$ cat src/rtl/weighted_union_find_halving_top_macros.svh
// Assertion macros for the union-find engine.
// Used by weighted_union_find_halving_top; expects clk and rst_n in scope.
`ifndef WEIGHTED_UNION_FIND_HALVING_TOP_MACROS_SVH
`define WEIGHTED_UNION_FIND_HALVING_TOP_MACROS_SVH

// same-cycle implication, disabled in reset
`define WUF_ASSERT_IMP(label, ante, cons, msg) \
    label: assert property (@(posedge clk) disable iff (!rst_n) (ante) |-> (cons)) \
        else $error(msg);

// next-cycle implication, disabled in reset
`define WUF_ASSERT_NXT(label, ante, cons, msg) \
    label: assert property (@(posedge clk) disable iff (!rst_n) (ante) |=> (cons)) \
        else $error(msg);

`endif

$ cat src/rtl/wuf_pkg.sv
// Shared types for the union-find engine: sequencer states and ALU codes.
// No dependencies.
package wuf_pkg;

    typedef enum logic [3:0] {
        ST_CLEAR,
        ST_IDLE,
        ST_RED_A,
        ST_RED_B,
        ST_FIND_RD,
        ST_FIND_P,
        ST_FIND_G,
        ST_CMP_ROOT,
        ST_SZ_B,
        ST_LINK,
        ST_SUM
    } state_t;

    typedef enum logic {
        ALU_ADD,
        ALU_SUB
    } alu_op_t;

endpackage

$ cat src/rtl/wuf_alu.sv
// Shared add/subtract and compare unit used by the sequencer.
// Depends on wuf_pkg.
module wuf_alu #(
    parameter int W = 9
) (
    input  wuf_pkg::alu_op_t op,
    input  logic [W-1:0]     a,
    input  logic [W-1:0]     b,
    output logic [W-1:0]     res,
    output logic             eq,
    output logic             lt
);

    always_comb
    begin
        case (op)
            wuf_pkg::ALU_ADD: res = a + b;
            wuf_pkg::ALU_SUB: res = a - b;
            default:          res = a + b;
        endcase
    end

    assign eq = (a == b);
    assign lt = (a < b);

endmodule

$ cat config.mk
export PLATFORM = sky130hd
export DESIGN_NAME = wuf_alu
export DESIGN_NICKNAME = d
export VERILOG_FILES = /design/src/rtl/weighted_union_find_halving_top_macros.svh /design/src/rtl/wuf_pkg.sv /design/src/rtl/wuf_alu.sv
export SDC_FILE = /design/constraint.sdc
export NUM_CORES = 1
export LEC_CHECK = 0
export ABC_AREA = 0
export BUFFER_PORTS_ARGS = -buffer_cell sky130_fd_sc_hd__buf_2
export CORE_MARGIN = 5
export CORE_UTILIZATION = 24
export DETAILED_ROUTE_END_ITERATION = 16
export SETUP_SLACK_MARGIN = 0.2
export SLEW_MARGIN = 20
export SYNTH_ARGS = -nofsm -noshare
export SYNTH_HDL_FRONTEND = slang
export SYNTH_SLANG_ARGS = --single-unit
$ cat constraint.sdc
create_clock -name vclk -period 3.6
set_input_delay 1.08 -clock vclk [all_inputs]
set_output_delay 1.08 -clock vclk [all_outputs]
set_load 0.01 [all_outputs]
* Word-level counts from Yosys, hierarchy flattened
Index checks and enable logic that the tools add are counted.
Word-level totals: register bits after elaboration 0, input bits 19, logic and storage cells 6
Operators by class: add/sub/neg operators 2, magnitude comparators 1, equal/unequal tests 1, mux-type cells 1, bitwise gates (word level) 1
Operator list (number):
- $pmux W9 S2 | 1
- $add A9 B9 Y9 | 1
- $eq A9 B9 Y1 | 1
- $lt A9 B9 Y1 | 1
- $sub A9 B9 Y9 | 1
- $not A1 Y1 | 1

* Longest topological paths before layout
depth after elaboration 2, gate-level depth with buffers 9, gate-level depth less buffers 9

* Least setup slack after synthesis
Ideal clock, no wire load.
path kind input port to output port, start point in a[0], end point out res[6], arrival 2.501 ns, required time 2.520 ns, path slack 0.019 ns, stages 9, path buffers 0, cell sequence inv_1 > ha_1 > inv_1 > fa_1 > nand3_1 > nand2_2 > a2111oi_4 > a211oi_2 > xnor2_1
Between the ends: longest elaborated chain between the ends 2
Ends and longest elaborated chain:
- from (decl) | line wuf_alu.sv:7 | input logic [W-1:0] a,
- $sub A9 B9 Y9 or $add A9 B9 Y9 (tied branches)
- $pmux W9 S2 (*) | line wuf_alu.sv:16 | case (op)
- to (decl) | line wuf_alu.sv:9 | output logic [W-1:0] res,
Mark *: on every way between the ends. The rest lies on a longest branch, timed or not.

* Worst setup path after layout
Ends and elaborated chain as after synthesis.

==> impl_metrics.ini <==
[global_routing]
grt_max_degree = 12
antenna_found_initial = 0
overflow = 0
grt_first_pass_wirelength_um = 4060
grt_pass1_vias = 924
grt_usage_pct = 10.9

[finish]
regArea_um2 = 0
final_common_cell = buf_4
seq_cells = 0
final_cells = 212
n_clock_buffer = 0
nNetsFinal = 206
layout_common_cells = buf_4, buf_2, ha_4, inv_1, ha_1
fin_util_pct = 47.7
drive_gt1_share_pct = 65.1
antenna_cells = 0
area_growth_pct = 93.6

[routing]
ant_nets = 0
drc_errors = 0
finalWirelength_um = 2620
wire_per_inst_um = 12.4
drtIter0Drc = 21
vias = 977
viasPerCell = 4.61
drt_first_pass_iters = 4

[die]
start_util_pct = 24.6
dieArea_um2 = 4660
core_area_um2 = 3310
io_pins = 30
chipWidth_um = 68.3
die_y_um = 68.3
placementRows = 21

[power_and_ir_drop]
total_power_w = 0.000280
ir_drop_mv = 0.0663
power_density_nw_per_um2 = 177
power_leakage_nw = 0.689

[setup_path]
critPathSlowestCell = fa_2
path_buf_inv = 4
crit_path_end_kind = output pin
critPathMaxStageDelay_ns = 0.37
crit_path_max_fanout = 2
cp.required_ns = 2.52
cp_top_family = adder cells
crit_arrival_ns = 2.58
cp_cell_sequence = buf_8 -> inv_4 -> ha_4 -> inv_2 -> fa_2 -> nand3_4 -> nand2_4 -> a2111oi_4 -> a211oi_2 -> xnor2_1 -> buf_2
cp-start-kind = input port
critPathKind = in -> out

[sta]
rsz0062_at_grt = true
hold_ws_ns = 2.52
maxSlewHeadroom_pct = 74.3
worst_pin_slew_ns = 0.386
finalHoldViolations = 0
fin_crit_ns = 3.66
fmax_mhz = 273
tns_ns = -0.133
fin_crit_sh_pct = 102
slew_viol_final = 0
setup_viol = 3
setup_ws_ns = -0.0643

[yosys]
synthDistinctLibCells = 37
ys_seq_area_share_pct = 0
ys_warn_count = 0
syn_avg_cell_area_um2 = 7.35
synthesis.nets = 149
synthesis.area_um2 = 816
synthCells = 111

[placement]
dp.final_hpwl_um = 1830
place_congestion = 0.794
io_buffers = 30
dp.cells = 204

[flow_run]
max-cap-violations = 0

[hold_path]
holdCritPathClass = in -> out

[status]
outcome = finished with violations
violations = negative setup slack

[clock_network]
cts_hold_buf = 0
report_power, final:
part | switching (W) | internal (W)
registers | 0 | 0
logic | 0.000133 | 0.000147
clock network | 0 | 0
kinds of logic after synthesis:
logic type                 share of synthesized area [%]
xor gates and xnor gates                            7.52
buffers and inverters                               12.0
AOI/OAI and AO/OA                                   31.9
adders and majority gates                           31.0
and+or+nand+nor                                     16.4
muxes                                               1.23
repair_timing:
| item | CTS | global route |
|---|---|---|
| setup endpoints to repair | 7 | 9 |
| gates resized for setup | 51 | 30 |
| pin swaps | 22 | 19 |
| buffers inserted | 5 | 3 |
tightest hold or removal path: stages:
cell and delay, ns:
buf_8 0.08, ha_4 0.12, inv_1 0.03, buf_2 0.12
per-layer routing:
metal	track usage, %	share of wire, %	vias to the layer above
met4	0	0	0
met2	19.1	49	29
li1	-	-	502
met5	0	0	-
met3	0.164	4.0	0
met1	15.7	47	446
area by class of cell:
cell class	count	area (µm²)
fillers	332	1730
multi-input cells	88	1000
repair buffers	60	444
inverters	18	77.6
well taps	46	57.6
stage by stage:
step,setup slack [ns],cell area (µm²)
final,-0.0643,1580
after global routing,-0.156,1580
after detailed placement,-0.115,1170
after floorplan,0.121,823
after CTS,-0.0606,1440
after global placement,-0.126,1170
final timing paths:
check	slack (ns)	cells past startpoint	end	start
hold / removal	2.52	4	res[0]	b[0]
setup / recovery	-0.06	11	res[6]	a[0]
synth_stat cells (all sizes together), types with 2 or more instances:
master,n,area (µm²)
nand2,5,21.3
a2111oi,2,36.3
nor2,6,22.5
fa,2,40.0
buf,4,25.0
a211oi,4,40.0
xor2,2,17.5
nand3,5,25.0
ha,17,213
inv,18,67.6
nand2b,2,12.5
a21oi,10,53.8
o311ai,2,17.5
nor2b,4,25.0
o21ai,6,30.0
nor3,3,15.0
xnor2,5,43.8
a21o,2,15.0
Power figures use the tool's default switching activity.
