==> config.mk <==
export PLATFORM = sky130hd
export DESIGN_NAME = wuf_ram
export DESIGN_NICKNAME = d
export VERILOG_FILES = /design/src/rtl/weighted_union_find_halving_top_macros.svh /design/src/rtl/wuf_ram.sv
export SDC_FILE = /design/constraint.sdc
export NUM_CORES = 2
export LEC_CHECK = 0
export BUFFER_PORTS_ARGS = -buffer_cell sky130_fd_sc_hd__buf_2
export CAP_MARGIN = 30
export CORE_MARGIN = 4
export CORE_UTILIZATION = 26
export CTS_CLUSTER_SIZE = 16
export DETAILED_ROUTE_END_ITERATION = 6
export HOLD_SLACK_MARGIN = 0.05
export SYNTH_ARGS = -nofsm -noshare
export SYNTH_HDL_FRONTEND = slang
export SYNTH_SLANG_ARGS = --single-unit
==> constraint.sdc <==
create_clock -name clk -period 3.2 [get_ports clk]
set_input_delay 0.32 -clock clk [delete_from_list [all_inputs] [get_ports clk]]
set_output_delay 0.32 -clock clk [all_outputs]
set_load 0.005 [all_outputs]
==> src/rtl/weighted_union_find_halving_top_macros.svh <==
// Assertion macros for the union-find engine.
// Used by weighted_union_find_halving_top; expects clk and rst_n in scope.
`ifndef WEIGHTED_UNION_FIND_HALVING_TOP_MACROS_SVH
`define WEIGHTED_UNION_FIND_HALVING_TOP_MACROS_SVH

// same-cycle implication, disabled in reset
`define WUF_ASSERT_IMP(label, ante, cons, msg) \
    label: assert property (@(posedge clk) disable iff (!rst_n) (ante) |-> (cons)) \
        else $error(msg);

// next-cycle implication, disabled in reset
`define WUF_ASSERT_NXT(label, ante, cons, msg) \
    label: assert property (@(posedge clk) disable iff (!rst_n) (ante) |=> (cons)) \
        else $error(msg);

`endif

==> src/rtl/wuf_ram.sv <==
// Generic single-write, single-read RAM with registered read data.
// No dependencies.
module wuf_ram #(
    parameter int WIDTH = 8,
    parameter int DEPTH = 256
) (
    input  logic                     clk,
    input  logic                     we,
    input  logic [$clog2(DEPTH)-1:0] waddr,
    input  logic [WIDTH-1:0]         wdata,
    input  logic [$clog2(DEPTH)-1:0] raddr,
    output logic [WIDTH-1:0]         rdata
);

    logic [WIDTH-1:0] mem [DEPTH];
    logic [WIDTH-1:0] rdata_reg;

    always_ff @(posedge clk)
    begin
        if (we)
        begin
            mem[waddr] <= wdata;
        end
        rdata_reg <= mem[raddr];
    end

    assign rdata = rdata_reg;

endmodule

### Word-level counts from Yosys, hierarchy flattened

Memories as Yosys holds them, arrays and structs flattened. A register that Yosys moved wholly into a read port is not among the register bits.
Cells that the tools add are included.

* mux-type cells: 2

Operators by type and width (count)
* two-way mux 1 bit: 2

* bits in registers: 0
* RAM bits: 2048
* logic and storage cells: 3
* memories: 1

Memory list
* mem: words 256, bits a word 8, read ports 1, clocked after memory_dff 1, write ports 1, line wuf_ram.sv:15 `logic [WIDTH-1:0] mem [DEPTH];`

### Logic depth before layout (Yosys ltp)

* word-level depth: 2
* mapped depth: 11

### Worst setup path after synthesis

OpenSTA, ideal clock, no wires.

* kind: input port to flip-flop
* from: input raddr[0]
* to: register rdata_reg[2] (netlist: rdata[2]), read port of mem
* library setup time: 0.131 ns
* arrival time: 2.127 ns
* required time: 3.069 ns
* setup slack: 0.942 ns
* stages: 9
* path buffers: 4
* cells stage by stage: buf_6 buf_12 buf_8 buf_2 mux4_2 a22oi_1 a21oi_1 nor4_1 nor4_2

RTL lines
* start: declaration: line wuf_ram.sv:11 `input logic [$clog2(DEPTH)-1:0] raddr,`
* end: declaration: line wuf_ram.sv:16 `logic [WIDTH-1:0] rdata_reg;`

==> metrics.yaml <==
setup-violations-final: 0
crit_required_ps: 3900
syn_nets: 3759
power_leakage_nw: 29.4
core_um2: 304000
gr-total-overflow: 0
cpMostUsedCell: "buf_12"
area_delta_synth_final_pct: 18.7
cts_tree: "yes"
status: "complete, no violations"
wirelength_um: 206000
totalPowerFinal_mw: 55.8
vias: 40100
combPwrFrac: 0.052
port_buffers: 33
cp_max_fo: 25
critPathLaunchType: "primary input"
r2r-start: "mem[214][0]$_DFFE_PP_"
ant_nets: 0
hpwl_um: 132000
p_sw_mw: 12.0
synth_cells: 3733
drv_slew: 0
worstSkewPairLatency_ps: 850
min_to: "mem[30][4]$_DFFE_PP_"
synth_ff_type: "edfxtp_1"
grt_usage: 0.128
synth_common_cells: "edfxtp_1, mux4_2, nor2_1"
cts-root-buf: "clkbuf_16"
yosysTopAreaCellShare: 0.773
core.rowCount: 202
critPathBufInv: 6
dieArea_um2: 315000
numCtsBuffers: 201
end_kind: "register"
sequentialPowerShare: 0.533
power.density_nw_per_um2: 591
r2r_slack_ps: 550
maxSlewHeadroom: 0.177
start_util: 0.262
critical-path-top-delay-family: "buffers and inverters"
die_width_um: 561
grt_max_degree: 125
post-route-min-period_ps: 2670
drv_cap: 0
path_cells: "buf_8 -> buf_12 -> buf_4 -> buf_12 -> buf_12 -> mux2i_1 -> o22ai_1 -> o21ai_0 -> nand3_1 -> nor4_1 -> buf_4 -> nor4_2"
drive_gt1_frac: 0.291
gp_congestion: 0.815
clkTransAtPathRegs_ps: 60
hold_path_depth: 1
yosys.cell_types.count: 55
async_flop_share: 0
post_cts_resized: 0
yosysTopAreaCell: "edfxtp_1"
layout.nets: 4265
drc: 0
ys_seq_area_frac: 0.775
swShare: 0.215
internal_power_mw: 43.8
die_y_um: 561
ys_ff_latch: 2056
synth_area_leaders: "edfxtp_1, mux4_2, mux2i_1"
firstDrtPassIters: 7
hold_violations: 0
min_from: "wdata[4]"
hp-class: "in2reg"
htreeDepth: 4
viasPerCell: 4.72
slowest_delay_ps: 780
cts_max_path_buffers: 3
r2r_end: "rdata[0]$_DFF_P_"
worst-setup-path-type: "in2reg"
largest_reg_flops: 2048
rsz0062_at_grt: "false"
io-pin-count: 34
yosys_warnings: 0
synth_edf_count: 2048
synth.most_common_cell: "edfxtp_1"
fmax_mhz: 375
grt_pass1_vias: 40800
skew_ps: 54.6
peakVddDrop_mv: 0.503
arrival_ps: 3370
postCtsHoldBufs: 3
min_period_over_period: 0.834
grt_pass1_wl_um: 299000
r2r_cells: 6
antenna_found_initial: 17
drt_iter0_drc: 4280
post_cts_buffers: 0
wire_per_inst_um: 24.3
critical-path-slowest-cell: "nor4_1"
synthesis.area_um2: 79600
worstMarginPinSlew_ps: 1230
p_clk_frac: 0.415
setup_tns_ps: 0
synth_area_per_cell_um2: 21.3
clock-sinks: 2056
==> cell type report <==
class / count / area, um^2
fill: 29200 / 209000
sequential: 2056 / 61700
multi-input combinational: 1442 / 16500
clock buffer: 249 / 5230
tap: 4080 / 5100
timing repair buffer: 536 / 4730
clock inverter: 126 / 1220
antenna: 4 / 10.0
inverter: 2 / 7.51
==> power groups by stage <==
stage | Clock (mW) | Combinational (mW) | Sequential, mW
CTS | 23.6 | 2.95 | 29.7
global route | 24.8 | 3.08 | 29.7
global placement | 0 | 2.90 | 30.3
finish | 23.1 | 2.91 | 29.7
detailed placement | 0 | 2.94 | 30.3
floorplan | 0 | 1.44 | 30.3
==> how the worst max path moves through the flow <==
| stage | start | to | slack [ps] | cells past startpoint |
|---|---|---|---|---|
| finish | raddr[0] | rdata[2]$_DFF_P_ | 530 | 12 |
| global placement | raddr[0] | rdata[0]$_DFF_P_ | -490 | 10 |
| CTS | mem[80][5]$_DFFE_PP_ | rdata[5]$_DFF_P_ | 520 | 7 |
| floorplan | raddr[0] | rdata[2]$_DFF_P_ | 940 | 9 |
| detailed placement | raddr[0] | rdata[2]$_DFF_P_ | -360 | 12 |
| global route | mem[215][0]$_DFFE_PP_ | rdata[0]$_DFF_P_ | 510 | 6 |
==> metrics by stage <==
step                      cells  hold slack [ps]  utilization  setup slack [ps]  area (um^2)
after global placement     8108              756        0.289              -487        87900
after floorplan            3733              419            -               942        79600
final                      8495             47.1        0.311               531        94500
after CTS                  8490             53.1        0.311               519        94400
after global routing       8493             52.9        0.311               510        94500
after detailed placement   8112              768        0.290              -363        88000
==> cell families (layout without fill, tap and decap cells) <==
logic type      after synthesis  after routing  share of synthesized area
compound gates              385            385                     0.0342
mux                         591            591                      0.146
simple gates                466            466                     0.0263
flops                      2056           2056                      0.775
other cells                   0              4                          0
buf+inv                     235            913                     0.0183
==> layer usage <==
| layer | up-vias | wire, um | GRT usage |
|---|---|---|---|
| li1 | 16700 | - | - |
| met1 | 21600 | 83800 | 0.171 |
| met2 | 1513 | 101000 | 0.210 |
| met3 | 310 | 15800 | 0.0273 |
| met4 | 6 | 6000 | 0.0404 |
| met5 | - | 29 | 0 |
==> cells in the final DEF (no fill, tap or decap), types with 8 or more instances in the layout <==
cell type  count
nor3_1        22
nor4_1        23
nor2b_1       28
edfxtp_1    2048
nand3_1       34
o22ai_1       28
dfxtp_1        8
nand2_1       33
buf_2         25
o21ai_0       10
bufinv_16     17
clkinv_1      54
a211oi_1      16
clkinv_2      37
buf_4        442
a221oi_1      13
o211ai_1      10
mux4_2       454
a22oi_1      133
nor2_1       279
buf_8          9
clkbuf_1      47
buf_12        55
mux2i_1      134
nand2b_1       8
o221ai_1      46
clkbuf_16    202
nand4_1       10
a22o_1         8
a21oi_1       96
Power figures use the tool's default switching activity.
